**src/design/gpev_pkg.sv**
```systemverilog
// Shared types, constants and helper functions for the gamepad event generator.
package gpev_pkg;

  localparam int unsigned BUTTON_COUNT = 16;
  localparam int unsigned AXIS_COUNT   = 4;
  localparam logic signed [15:0] DIR_THR     = 16'sd25000;
  localparam logic signed [15:0] DIR_THR_NEG = -DIR_THR;

  // event slot layout walked by the back end
  localparam int unsigned SLOT_COUNT = 34;
  localparam int unsigned SLOT_W     = 6;
  localparam logic [SLOT_W-1:0] SLOT_BTN  = 6'd2;
  localparam logic [SLOT_W-1:0] SLOT_TRIG = 6'd18;
  localparam logic [SLOT_W-1:0] SLOT_AXIS = 6'd22;

  localparam logic [4:0] SYM_TRIG     = 5'd16;
  localparam logic [4:0] SYM_AXIS     = 5'd18;
  localparam logic [4:0] SYM_TRIG_BTN = 5'd22;

  typedef enum logic [1:0] {
    CFG_DEAD_ZONE = 2'd0,
    CFG_GAIN      = 2'd1,
    CFG_TRIG_THR  = 2'd2,
    CFG_BTN_MASK  = 2'd3
  } cfg_idx_t;

  typedef enum logic [1:0] {
    EV_CONNECT    = 2'd0,
    EV_DISCONNECT = 2'd1,
    EV_DIGITAL    = 2'd2,
    EV_ANALOG     = 2'd3
  } ev_kind_t;

  localparam logic OP_REPORT = 1'b0;
  localparam logic OP_CLEAR  = 1'b1;

  typedef struct packed {
    logic        op;
    logic        connected;
    logic [15:0] buttons;
    logic [7:0]  trigger_left;
    logic [7:0]  trigger_right;
    logic signed [15:0] left_x;
    logic signed [15:0] left_y;
    logic signed [15:0] right_x;
    logic signed [15:0] right_y;
  } in_t;

  typedef struct packed {
    logic [1:0]  event_kind;
    logic [4:0]  symbol_id;
    logic        pressed;
    logic signed [15:0] value;
    logic        forced;
    logic        last;
  } out_t;

  // one classified report as handed from front to back
  typedef struct packed {
    logic             op;
    logic             connected;
    logic [15:0]      buttons;
    logic [1:0][7:0]  trig;
    logic [3:0][15:0] axis;   // scaled, two's complement
  } job_t;

  typedef struct packed {
    logic hit;
    logic press;
  } cross_t;

  typedef struct packed {
    logic [1:0] axis;
    logic [1:0] sub;
  } axis_slot_t;

  // direction symbol for an axis and polarity
  function automatic logic [4:0] dir_sym(input logic [1:0] a, input logic pos);
    logic [4:0] s;
    case (a)
      2'd0:    s = pos ? 5'd27 : 5'd26;
      2'd1:    s = pos ? 5'd24 : 5'd25;
      2'd2:    s = pos ? 5'd31 : 5'd30;
      2'd3:    s = pos ? 5'd28 : 5'd29;
      default: s = 5'd0;
    endcase
    return s;
  endfunction

  // threshold crossing at +T (pos) or -T
  function automatic cross_t crossing(input logic signed [15:0] pv,
                                      input logic signed [15:0] cur,
                                      input logic pos);
    cross_t c;
    c = '0;
    if (pos) begin
      if (pv >= DIR_THR && cur < DIR_THR) begin
        c.hit = 1'b1;
      end else if (pv <= DIR_THR && cur > DIR_THR) begin
        c.hit   = 1'b1;
        c.press = 1'b1;
      end
    end else begin
      if (pv <= DIR_THR_NEG && cur > DIR_THR_NEG) begin
        c.hit = 1'b1;
      end else if (pv >= DIR_THR_NEG && cur < DIR_THR_NEG) begin
        c.hit   = 1'b1;
        c.press = 1'b1;
      end
    end
    return c;
  endfunction

  // axis slots come in groups of three: value, then two crossings
  function automatic axis_slot_t axis_slot(input logic [3:0] r);
    axis_slot_t t;
    case (r)
      4'd0:    t = '{axis: 2'd0, sub: 2'd0};
      4'd1:    t = '{axis: 2'd0, sub: 2'd1};
      4'd2:    t = '{axis: 2'd0, sub: 2'd2};
      4'd3:    t = '{axis: 2'd1, sub: 2'd0};
      4'd4:    t = '{axis: 2'd1, sub: 2'd1};
      4'd5:    t = '{axis: 2'd1, sub: 2'd2};
      4'd6:    t = '{axis: 2'd2, sub: 2'd0};
      4'd7:    t = '{axis: 2'd2, sub: 2'd1};
      4'd8:    t = '{axis: 2'd2, sub: 2'd2};
      4'd9:    t = '{axis: 2'd3, sub: 2'd0};
      4'd10:   t = '{axis: 2'd3, sub: 2'd1};
      4'd11:   t = '{axis: 2'd3, sub: 2'd2};
      default: t = '{axis: 2'd0, sub: 2'd0};
    endcase
    return t;
  endfunction

endpackage

```
**src/design/gpev_front.sv**
```systemverilog
// Front end: accepts reports and rescales the stick axes out of the dead zone.
module gpev_front (
  input  logic              clk,
  input  logic              rst_n,
  input  logic              in_valid,
  output logic              in_ready,
  input  gpev_pkg::in_t     in_data,
  input  logic [14:0]       dead_zone,
  input  logic [23:0]       dead_zone_gain,
  output logic              push,
  output gpev_pkg::job_t    push_data,
  input  logic              full
);
  import gpev_pkg::*;

  typedef enum logic [2:0] {
    F_IDLE = 3'b001,
    F_CALC = 3'b010,
    F_PUSH = 3'b100
  } fstate_t;

  fstate_t      state_r, state_nxt;
  job_t         job_r, job_nxt;
  logic [2:0]   idx_r, idx_nxt;
  logic [40:0]  prod_r, prod_nxt;
  logic         neg_r, neg_nxt;

  logic [15:0]  raw;
  logic [16:0]  mag;
  logic [16:0]  excess;
  logic [24:0]  scaled;
  logic [14:0]  sat;
  logic [15:0]  signed_val;

  assign in_ready  = (state_r == F_IDLE);
  assign push      = (state_r == F_PUSH) && !full;
  assign push_data = job_r;

  always_comb begin
    raw    = job_r.axis[idx_r[1:0]];
    mag    = raw[15] ? (17'd0 - {raw[15], raw}) : {1'b0, raw};
    excess = (mag > {2'b00, dead_zone}) ? (mag - {2'b00, dead_zone}) : 17'd0;
    scaled = prod_r[40:16];
    sat    = (|scaled[24:15]) ? 15'h7FFF : scaled[14:0];
    signed_val = neg_r ? (16'd0 - {1'b0, sat}) : {1'b0, sat};
  end

  always_comb begin
    state_nxt = state_r;
    job_nxt   = job_r;
    idx_nxt   = idx_r;
    prod_nxt  = prod_r;
    neg_nxt   = neg_r;
    case (state_r)
      F_IDLE: begin
        if (in_valid) begin
          job_nxt.op        = in_data.op;
          job_nxt.connected = in_data.connected;
          job_nxt.buttons   = in_data.buttons;
          job_nxt.trig[0]   = in_data.trigger_left;
          job_nxt.trig[1]   = in_data.trigger_right;
          job_nxt.axis[0]   = in_data.left_x;
          job_nxt.axis[1]   = in_data.left_y;
          job_nxt.axis[2]   = in_data.right_x;
          job_nxt.axis[3]   = in_data.right_y;
          idx_nxt           = 3'd0;
          state_nxt         = F_CALC;
        end
      end
      F_CALC: begin
        // multiply axis idx while the previous product is saturated and stored
        if (idx_r != 3'd4) begin
          prod_nxt = 41'(excess * dead_zone_gain);
          neg_nxt  = raw[15];
        end
        if (idx_r != 3'd0) begin
          job_nxt.axis[2'(idx_r - 3'd1)] = signed_val;
        end
        idx_nxt = idx_r + 3'd1;
        if (idx_r == 3'd4) begin
          state_nxt = F_PUSH;
        end
      end
      F_PUSH: begin
        if (!full) begin
          state_nxt = F_IDLE;
        end
      end
      default: state_nxt = F_IDLE;
    endcase
  end

  always_ff @(posedge clk) begin
    if (!rst_n) begin
      state_r <= F_IDLE;
      idx_r   <= 3'd0;
    end else begin
      state_r <= state_nxt;
      idx_r   <= idx_nxt;
    end
    job_r  <= job_nxt;
    prod_r <= prod_nxt;
    neg_r  <= neg_nxt;
  end

endmodule

```
**src/design/gpev_queue.sv**
```systemverilog
// Two-entry queue of classified reports between front and back end.
module gpev_queue (
  input  logic            clk,
  input  logic            rst_n,
  input  logic            push,
  input  gpev_pkg::job_t  push_data,
  output logic            full,
  input  logic            pop,
  output logic            avail,
  output gpev_pkg::job_t  pop_data
);
  import gpev_pkg::*;

  job_t       mem_r [2];
  logic       wr_ptr_r, rd_ptr_r;
  logic [1:0] cnt_r, cnt_nxt;

  assign full     = (cnt_r == 2'd2);
  assign avail    = (cnt_r != 2'd0);
  assign pop_data = mem_r[rd_ptr_r];

  always_comb begin
    cnt_nxt = cnt_r;
    if (push && !pop) begin
      cnt_nxt = cnt_r + 2'd1;
    end else if (pop && !push) begin
      cnt_nxt = cnt_r - 2'd1;
    end
  end

  always_ff @(posedge clk) begin
    if (!rst_n) begin
      wr_ptr_r <= 1'b0;
      rd_ptr_r <= 1'b0;
      cnt_r    <= 2'd0;
    end else begin
      cnt_r <= cnt_nxt;
      if (push) begin
        wr_ptr_r <= ~wr_ptr_r;
      end
      if (pop) begin
        rd_ptr_r <= ~rd_ptr_r;
      end
    end
    if (push) begin
      mem_r[wr_ptr_r] <= push_data;
    end
  end

endmodule

```
**src/design/gpev_back.sv**
```systemverilog
// Back end: holds the cached report state and walks the event slots one per cycle unless the result side stalls.
module gpev_back (
  input  logic            clk,
  input  logic            rst_n,
  input  logic            avail,
  input  gpev_pkg::job_t  pop_data,
  output logic            pop,
  input  logic [7:0]      trigger_threshold,
  input  logic [15:0]     button_map_mask,
  output logic            out_valid,
  input  logic            out_ready,
  output gpev_pkg::out_t  out_data
);
  import gpev_pkg::*;

  typedef enum logic [2:0] {
    B_IDLE = 3'b001,
    B_LOAD = 3'b010,
    B_RUN  = 3'b100
  } bstate_t;

  typedef struct packed {
    logic present;
    out_t ev;
  } slot_t;

  bstate_t               state_r, state_nxt;
  job_t                  job_r;
  logic [SLOT_COUNT-1:0] mask_r, mask_nxt;
  logic [SLOT_W-1:0]     slot_r, slot_nxt;
  logic                  link_r;
  logic [15:0]           pbtn_r;
  logic [1:0][7:0]       ptrig_r;
  logic [3:0][15:0]      paxis_r;
  logic                  out_valid_r;
  out_t                  out_r;

  logic [SLOT_COUNT-1:0] load_mask;
  logic [SLOT_COUNT-1:0] slot_bit;
  logic [SLOT_COUNT-1:0] rest;
  slot_t                 cur;
  out_t                  cur_ev;
  logic                  go;
  logic                  emit;
  logic                  commit;
  logic                  clear;

  function automatic slot_t decode(input logic [SLOT_W-1:0] s, input job_t j,
                                   input logic lk, input logic [15:0] pb,
                                   input logic [1:0][7:0] pt,
                                   input logic [3:0][15:0] pa,
                                   input logic [7:0] thr, input logic [15:0] bm);
    slot_t      d;
    logic [3:0] bi;
    logic [1:0] td;
    logic [7:0] tc, tp;
    logic       now_p, was_p;
    axis_slot_t as;
    logic       pos;
    cross_t     cr;
    d = '0;
    bi = 4'(s - SLOT_BTN);
    td = 2'(s - SLOT_TRIG);
    tc = j.trig[td[1]];
    tp = pt[td[1]];
    now_p = tc > thr;
    was_p = tp > thr;
    as = axis_slot(4'(s - SLOT_AXIS));
    pos = (as.sub == 2'd1) == as.axis[0];
    cr = crossing($signed(pa[as.axis]), $signed(j.axis[as.axis]), pos);
    if (s < SLOT_BTN) begin
      d.present      = j.connected != lk;
      d.ev.event_kind = j.connected ? EV_CONNECT : EV_DISCONNECT;
      d.ev.forced    = s[0];
    end else if (s < SLOT_TRIG) begin
      d.present = j.connected && (pb[bi] ^ j.buttons[bi]) && bm[bi] &&
                  (32'(bi) < BUTTON_COUNT);
      d.ev.event_kind = EV_DIGITAL;
      d.ev.symbol_id  = {1'b0, bi};
      d.ev.pressed    = j.buttons[bi];
    end else if (s < SLOT_AXIS) begin
      if (!td[0]) begin
        d.present       = j.connected && (tc != tp);
        d.ev.event_kind = EV_ANALOG;
        d.ev.symbol_id  = SYM_TRIG + 5'(td[1]);
        d.ev.value      = {8'd0, tc};
      end else begin
        d.present       = j.connected && (tc != tp) && (now_p != was_p);
        d.ev.event_kind = EV_DIGITAL;
        d.ev.symbol_id  = SYM_TRIG_BTN + 5'(td[1]);
        d.ev.pressed    = now_p;
      end
    end else if (s < SLOT_W'(SLOT_COUNT)) begin
      if (as.sub == 2'd0) begin
        d.present       = j.connected;
        d.ev.event_kind = EV_ANALOG;
        d.ev.symbol_id  = SYM_AXIS + 5'(as.axis);
        d.ev.value      = j.axis[as.axis];
      end else begin
        d.present       = j.connected && cr.hit;
        d.ev.event_kind = EV_DIGITAL;
        d.ev.symbol_id  = dir_sym(as.axis, pos);
        d.ev.pressed    = cr.press;
      end
    end
    return d;
  endfunction

  always_comb begin
    for (int i = 0; i < SLOT_COUNT; i++) begin
      load_mask[i] = decode(SLOT_W'(i), job_r, link_r, pbtn_r, ptrig_r, paxis_r,
                            trigger_threshold, button_map_mask).present;
    end
  end

  assign cur       = decode(slot_r, job_r, link_r, pbtn_r, ptrig_r, paxis_r,
                            trigger_threshold, button_map_mask);
  assign slot_bit  = SLOT_COUNT'(1) << slot_r;
  assign rest      = mask_r & ~slot_bit;
  assign go        = !mask_r[slot_r] || !out_valid_r || out_ready;
  assign emit      = (state_r == B_RUN) && go && mask_r[slot_r];
  assign pop       = (state_r == B_IDLE) && avail;
  assign out_valid = out_valid_r;
  assign out_data  = out_r;

  always_comb begin
    cur_ev      = cur.ev;
    cur_ev.last = (rest == '0);
  end

  always_comb begin
    state_nxt = state_r;
    mask_nxt  = mask_r;
    slot_nxt  = slot_r;
    commit    = 1'b0;
    clear     = 1'b0;
    case (state_r)
      B_IDLE: begin
        if (avail) begin
          state_nxt = B_LOAD;
        end
      end
      B_LOAD: begin
        slot_nxt = '0;
        mask_nxt = load_mask;
        if (job_r.op == OP_CLEAR) begin
          clear     = 1'b1;
          state_nxt = B_IDLE;
        end else if (load_mask == '0) begin
          commit    = 1'b1;
          state_nxt = B_IDLE;
        end else begin
          state_nxt = B_RUN;
        end
      end
      B_RUN: begin
        if (go) begin
          mask_nxt = rest;
          slot_nxt = slot_r + 1'b1;
          if (rest == '0) begin
            commit    = 1'b1;
            state_nxt = B_IDLE;
          end
        end
      end
      default: state_nxt = B_IDLE;
    endcase
  end

  always_ff @(posedge clk) begin
    if (!rst_n) begin
      state_r     <= B_IDLE;
      out_valid_r <= 1'b0;
      link_r      <= 1'b0;
      pbtn_r      <= '0;
      ptrig_r     <= '0;
      paxis_r     <= '0;
      mask_r      <= '0;
      slot_r      <= '0;
    end else begin
      state_r <= state_nxt;
      mask_r  <= mask_nxt;
      slot_r  <= slot_nxt;
      if (emit) begin
        out_valid_r <= 1'b1;
      end else if (out_ready) begin
        out_valid_r <= 1'b0;
      end
      if (clear) begin
        ptrig_r <= '0;
        paxis_r <= '0;
      end
      if (commit) begin
        link_r <= job_r.connected;
        if (job_r.connected) begin
          pbtn_r  <= job_r.buttons;
          ptrig_r <= job_r.trig;
          paxis_r <= job_r.axis;
        end
      end
    end
    if (pop) begin
      job_r <= pop_data;
    end
    if (emit) begin
      out_r <= cur_ev;
    end
  end

endmodule

```
**src/design/gamepad_report_event_generator.sv**
```systemverilog
// Top level of the gamepad report event generator: config registers and wiring.
//
// Each accepted report goes through a front end that rescales the four stick
// axes with one shared 17x24 multiplier (the accept state, five multiply and
// store steps for the four axes, and a hand-off state that waits while the
// queue is full), then waits in a two-entry queue. The back end pops the queue
// when idle and loads the slot mask, then walks the event slots one per cycle,
// unless the result side stalls, up to the last event present (at most 34); a
// clear op or a disconnected report without a link change emits nothing and
// goes back to idle after the load. Front and back overlap, so the front end
// can take the next report while the back end emits. Events come out one beat
// per cycle at most, with last set on the final beat of a report.
module gamepad_report_event_generator (
  input  logic           clk,
  input  logic           rst_n,
  input  logic           in_valid,
  output logic           in_ready,
  input  gpev_pkg::in_t  in_data,
  output logic           out_valid,
  input  logic           out_ready,
  output gpev_pkg::out_t out_data,
  input  logic           cfg_we,
  input  logic [1:0]     cfg_index,
  input  logic [23:0]    cfg_wdata
);
  import gpev_pkg::*;

  logic [14:0] dead_zone_r;
  logic [23:0] gain_r;
  logic [7:0]  trig_thr_r;
  logic [15:0] btn_mask_r;

  logic        q_push, q_full, q_pop, q_avail;
  job_t        q_wdata, q_rdata;

  always_ff @(posedge clk) begin
    if (!rst_n) begin
      dead_zone_r <= 15'd7864;
      gain_r      <= 24'd86232;
      trig_thr_r  <= 8'd30;
      btn_mask_r  <= 16'd62463;
    end else if (cfg_we) begin
      case (cfg_idx_t'(cfg_index))
        CFG_DEAD_ZONE: dead_zone_r <= cfg_wdata[14:0];
        CFG_GAIN:      gain_r      <= cfg_wdata;
        CFG_TRIG_THR:  trig_thr_r  <= cfg_wdata[7:0];
        CFG_BTN_MASK:  btn_mask_r  <= cfg_wdata[15:0];
        default: ;
      endcase
    end
  end

  gpev_front u_front (
    .clk            (clk),
    .rst_n          (rst_n),
    .in_valid       (in_valid),
    .in_ready       (in_ready),
    .in_data        (in_data),
    .dead_zone      (dead_zone_r),
    .dead_zone_gain (gain_r),
    .push           (q_push),
    .push_data      (q_wdata),
    .full           (q_full)
  );

  gpev_queue u_queue (
    .clk       (clk),
    .rst_n     (rst_n),
    .push      (q_push),
    .push_data (q_wdata),
    .full      (q_full),
    .pop       (q_pop),
    .avail     (q_avail),
    .pop_data  (q_rdata)
  );

  gpev_back u_back (
    .clk               (clk),
    .rst_n             (rst_n),
    .avail             (q_avail),
    .pop_data          (q_rdata),
    .pop               (q_pop),
    .trigger_threshold (trig_thr_r),
    .button_map_mask   (btn_mask_r),
    .out_valid         (out_valid),
    .out_ready         (out_ready),
    .out_data          (out_data)
  );

endmodule

```
**config.mk**
```make
export PLATFORM = sky130hd
export DESIGN_NAME = gamepad_report_event_generator
export DESIGN_NICKNAME = d
export VERILOG_FILES = /design/src/design/gpev_pkg.sv /design/src/design/gpev_front.sv /design/src/design/gpev_queue.sv /design/src/design/gpev_back.sv /design/src/design/gamepad_report_event_generator.sv
export SDC_FILE = /design/constraint.sdc
export NUM_CORES = 2
export LEC_CHECK = 0
export ABC_AREA = 1
export BUFFER_PORTS_ARGS = -buffer_cell sky130_fd_sc_hd__buf_4
export CORE_MARGIN = 2
export CORE_UTILIZATION = 45
export CTS_BUF_LIST = sky130_fd_sc_hd__clkbuf_2 sky130_fd_sc_hd__clkbuf_4 sky130_fd_sc_hd__clkbuf_8
export DETAILED_ROUTE_END_ITERATION = 10
export SYNTH_ARGS = -nofsm -noshare
export SYNTH_HDL_FRONTEND = slang
export SYNTH_SLANG_ARGS = --single-unit
```
**constraint.sdc**
```tcl
create_clock -name clk -period 8.6 [get_ports clk]
set_input_delay 1.72 -clock clk [delete_from_list [all_inputs] [get_ports clk]]
set_output_delay 1.72 -clock clk [all_outputs]
set_load 0.05 [all_outputs]
```
==> metrics.json <==
{
  "cts.htree.levels": {"value": 3},
  "final_cells": {"value": 7094},
  "fmax": {"value": 117, "unit": "MHz"},
  "grt-ovfl-total": {"value": 0},
  "critical_path.n_buffers_inverters": {"value": 14},
  "setup_viol": {"value": 0},
  "number_of_antenna_violations_at_the_first_check_in_global_routing": {"value": 2},
  "grt_pass1_vias": {"value": 37400},
  "dr_total_vias": {"value": 38700},
  "place.port_buffers": {"value": 156},
  "placed_cells_incl_taps": {"value": 6804},
  "worstSetupEndpointType": {"value": "flip-flop"},
  "syn_nets": {"value": 5921},
  "yosysWarningCount": {"value": 0},
  "initial_utilization": {"value": 0.455},
  "die_width": {"value": 320, "unit": "µm"},
  "area_growth": {"value": 20.1, "unit": "%"},
  "place.detailed.hpwl": {"value": 109000, "unit": "µm"},
  "hold_path_class": {"value": "reg -> reg"},
  "synth_most_common_cell": {"value": "sky130_fd_sc_hd__nand2_1"},
  "crit-reg2reg-launch": {"value": "u_front.idx_r[0]"},
  "finalHoldViolCount": {"value": 0},
  "synth.top_cell.area_share": {"value": 0.297},
  "avgRoutedWirePerCell": {"value": 20.8, "unit": "µm"},
  "critical-path-top-delay-family": {"value": "adder cells"},
  "yosys.cell_types.count": {"value": 62},
  "async_flop_share": {"value": 0},
  "row_count": {"value": 115},
  "dieArea": {"value": 0.102, "unit": "mm²"},
  "clock_tree_from_tritoncts": {"value": "done"},
  "worst-setup-path-type": {"value": "reg -> reg"},
  "final.period_utilization": {"value": 0.998},
  "ranking_of_synthesized_cells_by_instance_count": {"value": "1251 x sky130_fd_sc_hd__nand2_1, 772 x sky130_fd_sc_hd__inv_1, 444 x sky130_fd_sc_hd__edfxtp_1, 416 x sky130_fd_sc_hd__nor2_1, 349 x sky130_fd_sc_hd__o21ai_0"},
  "finalWirelength": {"value": 147000, "unit": "µm"},
  "gp_congestion": {"value": 0.938},
  "status": {"value": "finished clean"},
  "critPathSlowestCell": {"value": "sky130_fd_sc_hd__fa_2"},
  "fin_skew": {"value": 40.7, "unit": "ps"},
  "area_of_all_sequential_standard_cells": {"value": 0.0176, "unit": "mm²"},
  "cts_made_buffers": {"value": 113},
  "netlist_instances": {"value": 5277},
  "clockBufferDepth": {"value": 3},
  "layout_setup_ws": {"value": 19.8, "unit": "ps"},
  "boundaryPins": {"value": 157},
  "max_cap_violations": {"value": 0},
  "ant_nets": {"value": 0},
  "timing.final.crit_period": {"value": 8580, "unit": "ps"},
  "die_height": {"value": 320, "unit": "µm"},
  "critical_path_required": {"value": 9110, "unit": "ps"},
  "yosys_register_bits": {"value": 658},
  "setup.worst_path.start": {"value": "u_front.idx_r[0]"},
  "worst_slew_margin_rel": {"value": 0.201},
  "worst-slew-pin-transition": {"value": 1200, "unit": "ps"},
  "post_synth.cell_area_avg": {"value": 8.50, "unit": "µm²"},
  "cts_root_buf": {"value": "sky130_fd_sc_hd__clkbuf_8"},
  "finalInstanceArea": {"value": 0.0538, "unit": "mm²"},
  "viasPerCell": {"value": 5.45},
  "drcViolationCount": {"value": 0},
  "timing.hold.worst.start": {"value": "u_front.push_data[92]"},
  "rsz_0062_raised_after_global_routing": {"value": "true"},
  "synth_seq_area_share": {"value": 0.393},
  "maxSlewViolCount": {"value": 0},
  "number_of_flops_mapped_to_enable_cells_by_yosys": {"value": 444},
  "clkLatencyLatePin": {"value": 790, "unit": "ps"},
  "multiInputGateArea": {"value": 0.0246, "unit": "mm²"},
  "crit_path_most_repeated_cell": {"value": "sky130_fd_sc_hd__inv_2"},
  "crit_path_max_fanout": {"value": 8},
  "place_area": {"value": 0.0493, "unit": "mm²"},
  "gr-usage-all-layers": {"value": 0.285},
  "synthDominantAreaCellType": {"value": "sky130_fd_sc_hd__edfxtp_1"},
  "layout.filler_cells": {"value": 9004},
  "finalCoreUtilization": {"value": 0.546},
  "synth.cell_area": {"value": 0.0448, "unit": "mm²"},
  "synth.top_cells.by_area": {"value": "sky130_fd_sc_hd__edfxtp_1 30%, sky130_fd_sc_hd__fa_1 15%, sky130_fd_sc_hd__nand2_1 10%"},
  "cp-start-kind": {"value": "flip-flop"},
  "largest_net_degree_at_the_start_of_global_routing": {"value": 115},
  "core_area": {"value": 0.0986, "unit": "mm²"},
  "slowest_stage_delay_on_critical_path": {"value": 590, "unit": "ps"},
  "final_net_count": {"value": 6350},
  "synth_ff_type": {"value": "sky130_fd_sc_hd__edfxtp_1"},
  "clkSlewWorstSetupHoldPaths": {"value": 60, "unit": "ps"},
  "final_layout_size_suffix_gt1_frac": {"value": 0.190},
  "wire_length_of_the_first_global_routing_pass": {"value": 223000, "unit": "µm"},
  "detailedRoute.firstIterationViolations": {"value": 3365},
  "clock_sinks": {"value": 658},
  "pre_cts_slack": {"value": -538, "unit": "ps"},
  "drt_first_pass_iters": {"value": 6},
  "arrival": {"value": 9090, "unit": "ps"}
}
## cell families (layout without fill, tap and decap cells)
group / Yosys count / after routing / synth area share
AND/OR/NAND/NOR: 2153 / 2153 / 0.200
adder cells (fa/ha/maj): 515 / 515 / 0.199
other: 0 / 2 / 0
AO/OA/AOI/OAI: 830 / 830 / 0.102
XOR/XNOR: 85 / 85 / 0.0166
flip-flops: 658 / 658 / 0.393
buffers and inverters: 1036 / 1564 / 0.0899
## sequential cells by signal, indices dropped and copies added, names as in the netlist, 6 cells and up
| register | flops |
|---|---|
| u_back.mask_r | 34 |
| dead_zone_r | 15 |
| btn_mask_r | 16 |
| u_queue.mem_r | 196 |
| u_back.ptrig_r | 16 |
| u_front.prod_r | 25 |
| u_back.pbtn_r | 16 |
| u_back.slot_r | 6 |
| trig_thr_r | 8 |
| u_back.out_data | 26 |
| u_back.job_r | 98 |
| u_back.paxis_r | 64 |
| gain_r | 24 |
| u_front.push_data | 98 |
## per-stage QoR
step | hold WS, ps | TNS, ps
6_report | 442 | 0
5_1_grt | 454 | -3360
4_1_cts | 441 | 0
3_5_place_dp | 430 | -7290
3_3_place_gp | 424 | -5700
2_1_floorplan | 421 | 0
## path summary, 6_finish.rpt
kind         slack, ps  cells past startpoint                    to
max                 20                     47    u_front.prod_r[33]
min                440                      0  u_queue.mem_r[0][92]
max reg2reg         20                     47    u_front.prod_r[33]
min reg2reg        440                      0  u_queue.mem_r[0][92]
## what timing repair did
action | 4_1_cts | 5_1_grt
gates resized for setup | 170 | 251
hold buffers | 0 | 0
endpoints found under the setup margin | 24 | 24
pin swaps | 104 | 175
cloned | 4 | 0
buffers inserted | 38 | 38
## layout by cell type, fill, tap and decap left out, types with 20 or more instances in the layout
| master | n |
|---|---|
| sky130_fd_sc_hd__nor2_1 | 382 |
| sky130_fd_sc_hd__nand2_1 | 1198 |
| sky130_fd_sc_hd__a31oi_1 | 20 |
| sky130_fd_sc_hd__nor3_1 | 44 |
| sky130_fd_sc_hd__fa_2 | 32 |
| sky130_fd_sc_hd__ha_1 | 150 |
| sky130_fd_sc_hd__a21oi_1 | 282 |
| sky130_fd_sc_hd__o211ai_1 | 42 |
| sky130_fd_sc_hd__o21ai_0 | 327 |
| sky130_fd_sc_hd__buf_6 | 36 |
| sky130_fd_sc_hd__nand2_2 | 40 |
| sky130_fd_sc_hd__nor2_4 | 21 |
| sky130_fd_sc_hd__nand3_1 | 243 |
| sky130_fd_sc_hd__edfxtp_1 | 444 |
| sky130_fd_sc_hd__ha_4 | 34 |
| sky130_fd_sc_hd__a21oi_2 | 26 |
| sky130_fd_sc_hd__dfxtp_1 | 211 |
| sky130_fd_sc_hd__nor2_2 | 24 |
| sky130_fd_sc_hd__inv_2 | 66 |
| sky130_fd_sc_hd__inv_1 | 704 |
| sky130_fd_sc_hd__xor2_1 | 53 |
| sky130_fd_sc_hd__fa_1 | 296 |
| sky130_fd_sc_hd__xnor2_1 | 27 |
| sky130_fd_sc_hd__buf_4 | 503 |
| sky130_fd_sc_hd__nor4_1 | 31 |
| sky130_fd_sc_hd__clkbuf_4 | 44 |
| sky130_fd_sc_hd__clkbuf_8 | 119 |
| sky130_fd_sc_hd__nand4_1 | 112 |
| sky130_fd_sc_hd__clkinv_1 | 27 |
## worst reg2reg max path, delay by kind of cell (launching register included)
family | cells | cell delay, ps
compound gates | 8 | 1080
xor+xnor | 2 | 280
fa+ha+maj | 9 | 3680
buf+inv | 14 | 1350
flops | 1 | 430
simple gates | 14 | 1540
## metal layers
layer	wire, µm	global-route usage
met1	61300	0.383
met3	10100	0.0408
met4	6570	0.120
met5	8	0
met2	69300	0.462
## layout make-up
cell class / count / share of cell area
Antenna cell: 2 / 0.0000930
Clock buffer: 163 / 0.0366
Clock inverter: 51 / 0.00792
Inverter: 791 / 0.0563
Multi-Input combinational cell: 3583 / 0.457
Sequential cell: 658 / 0.327
Tap cell: 1287 / 0.0299
Timing Repair Buffer: 559 / 0.0850
Power is not shown: default switching activity piles up to over one toggle a cycle in this logic, so the estimate is an artifact.
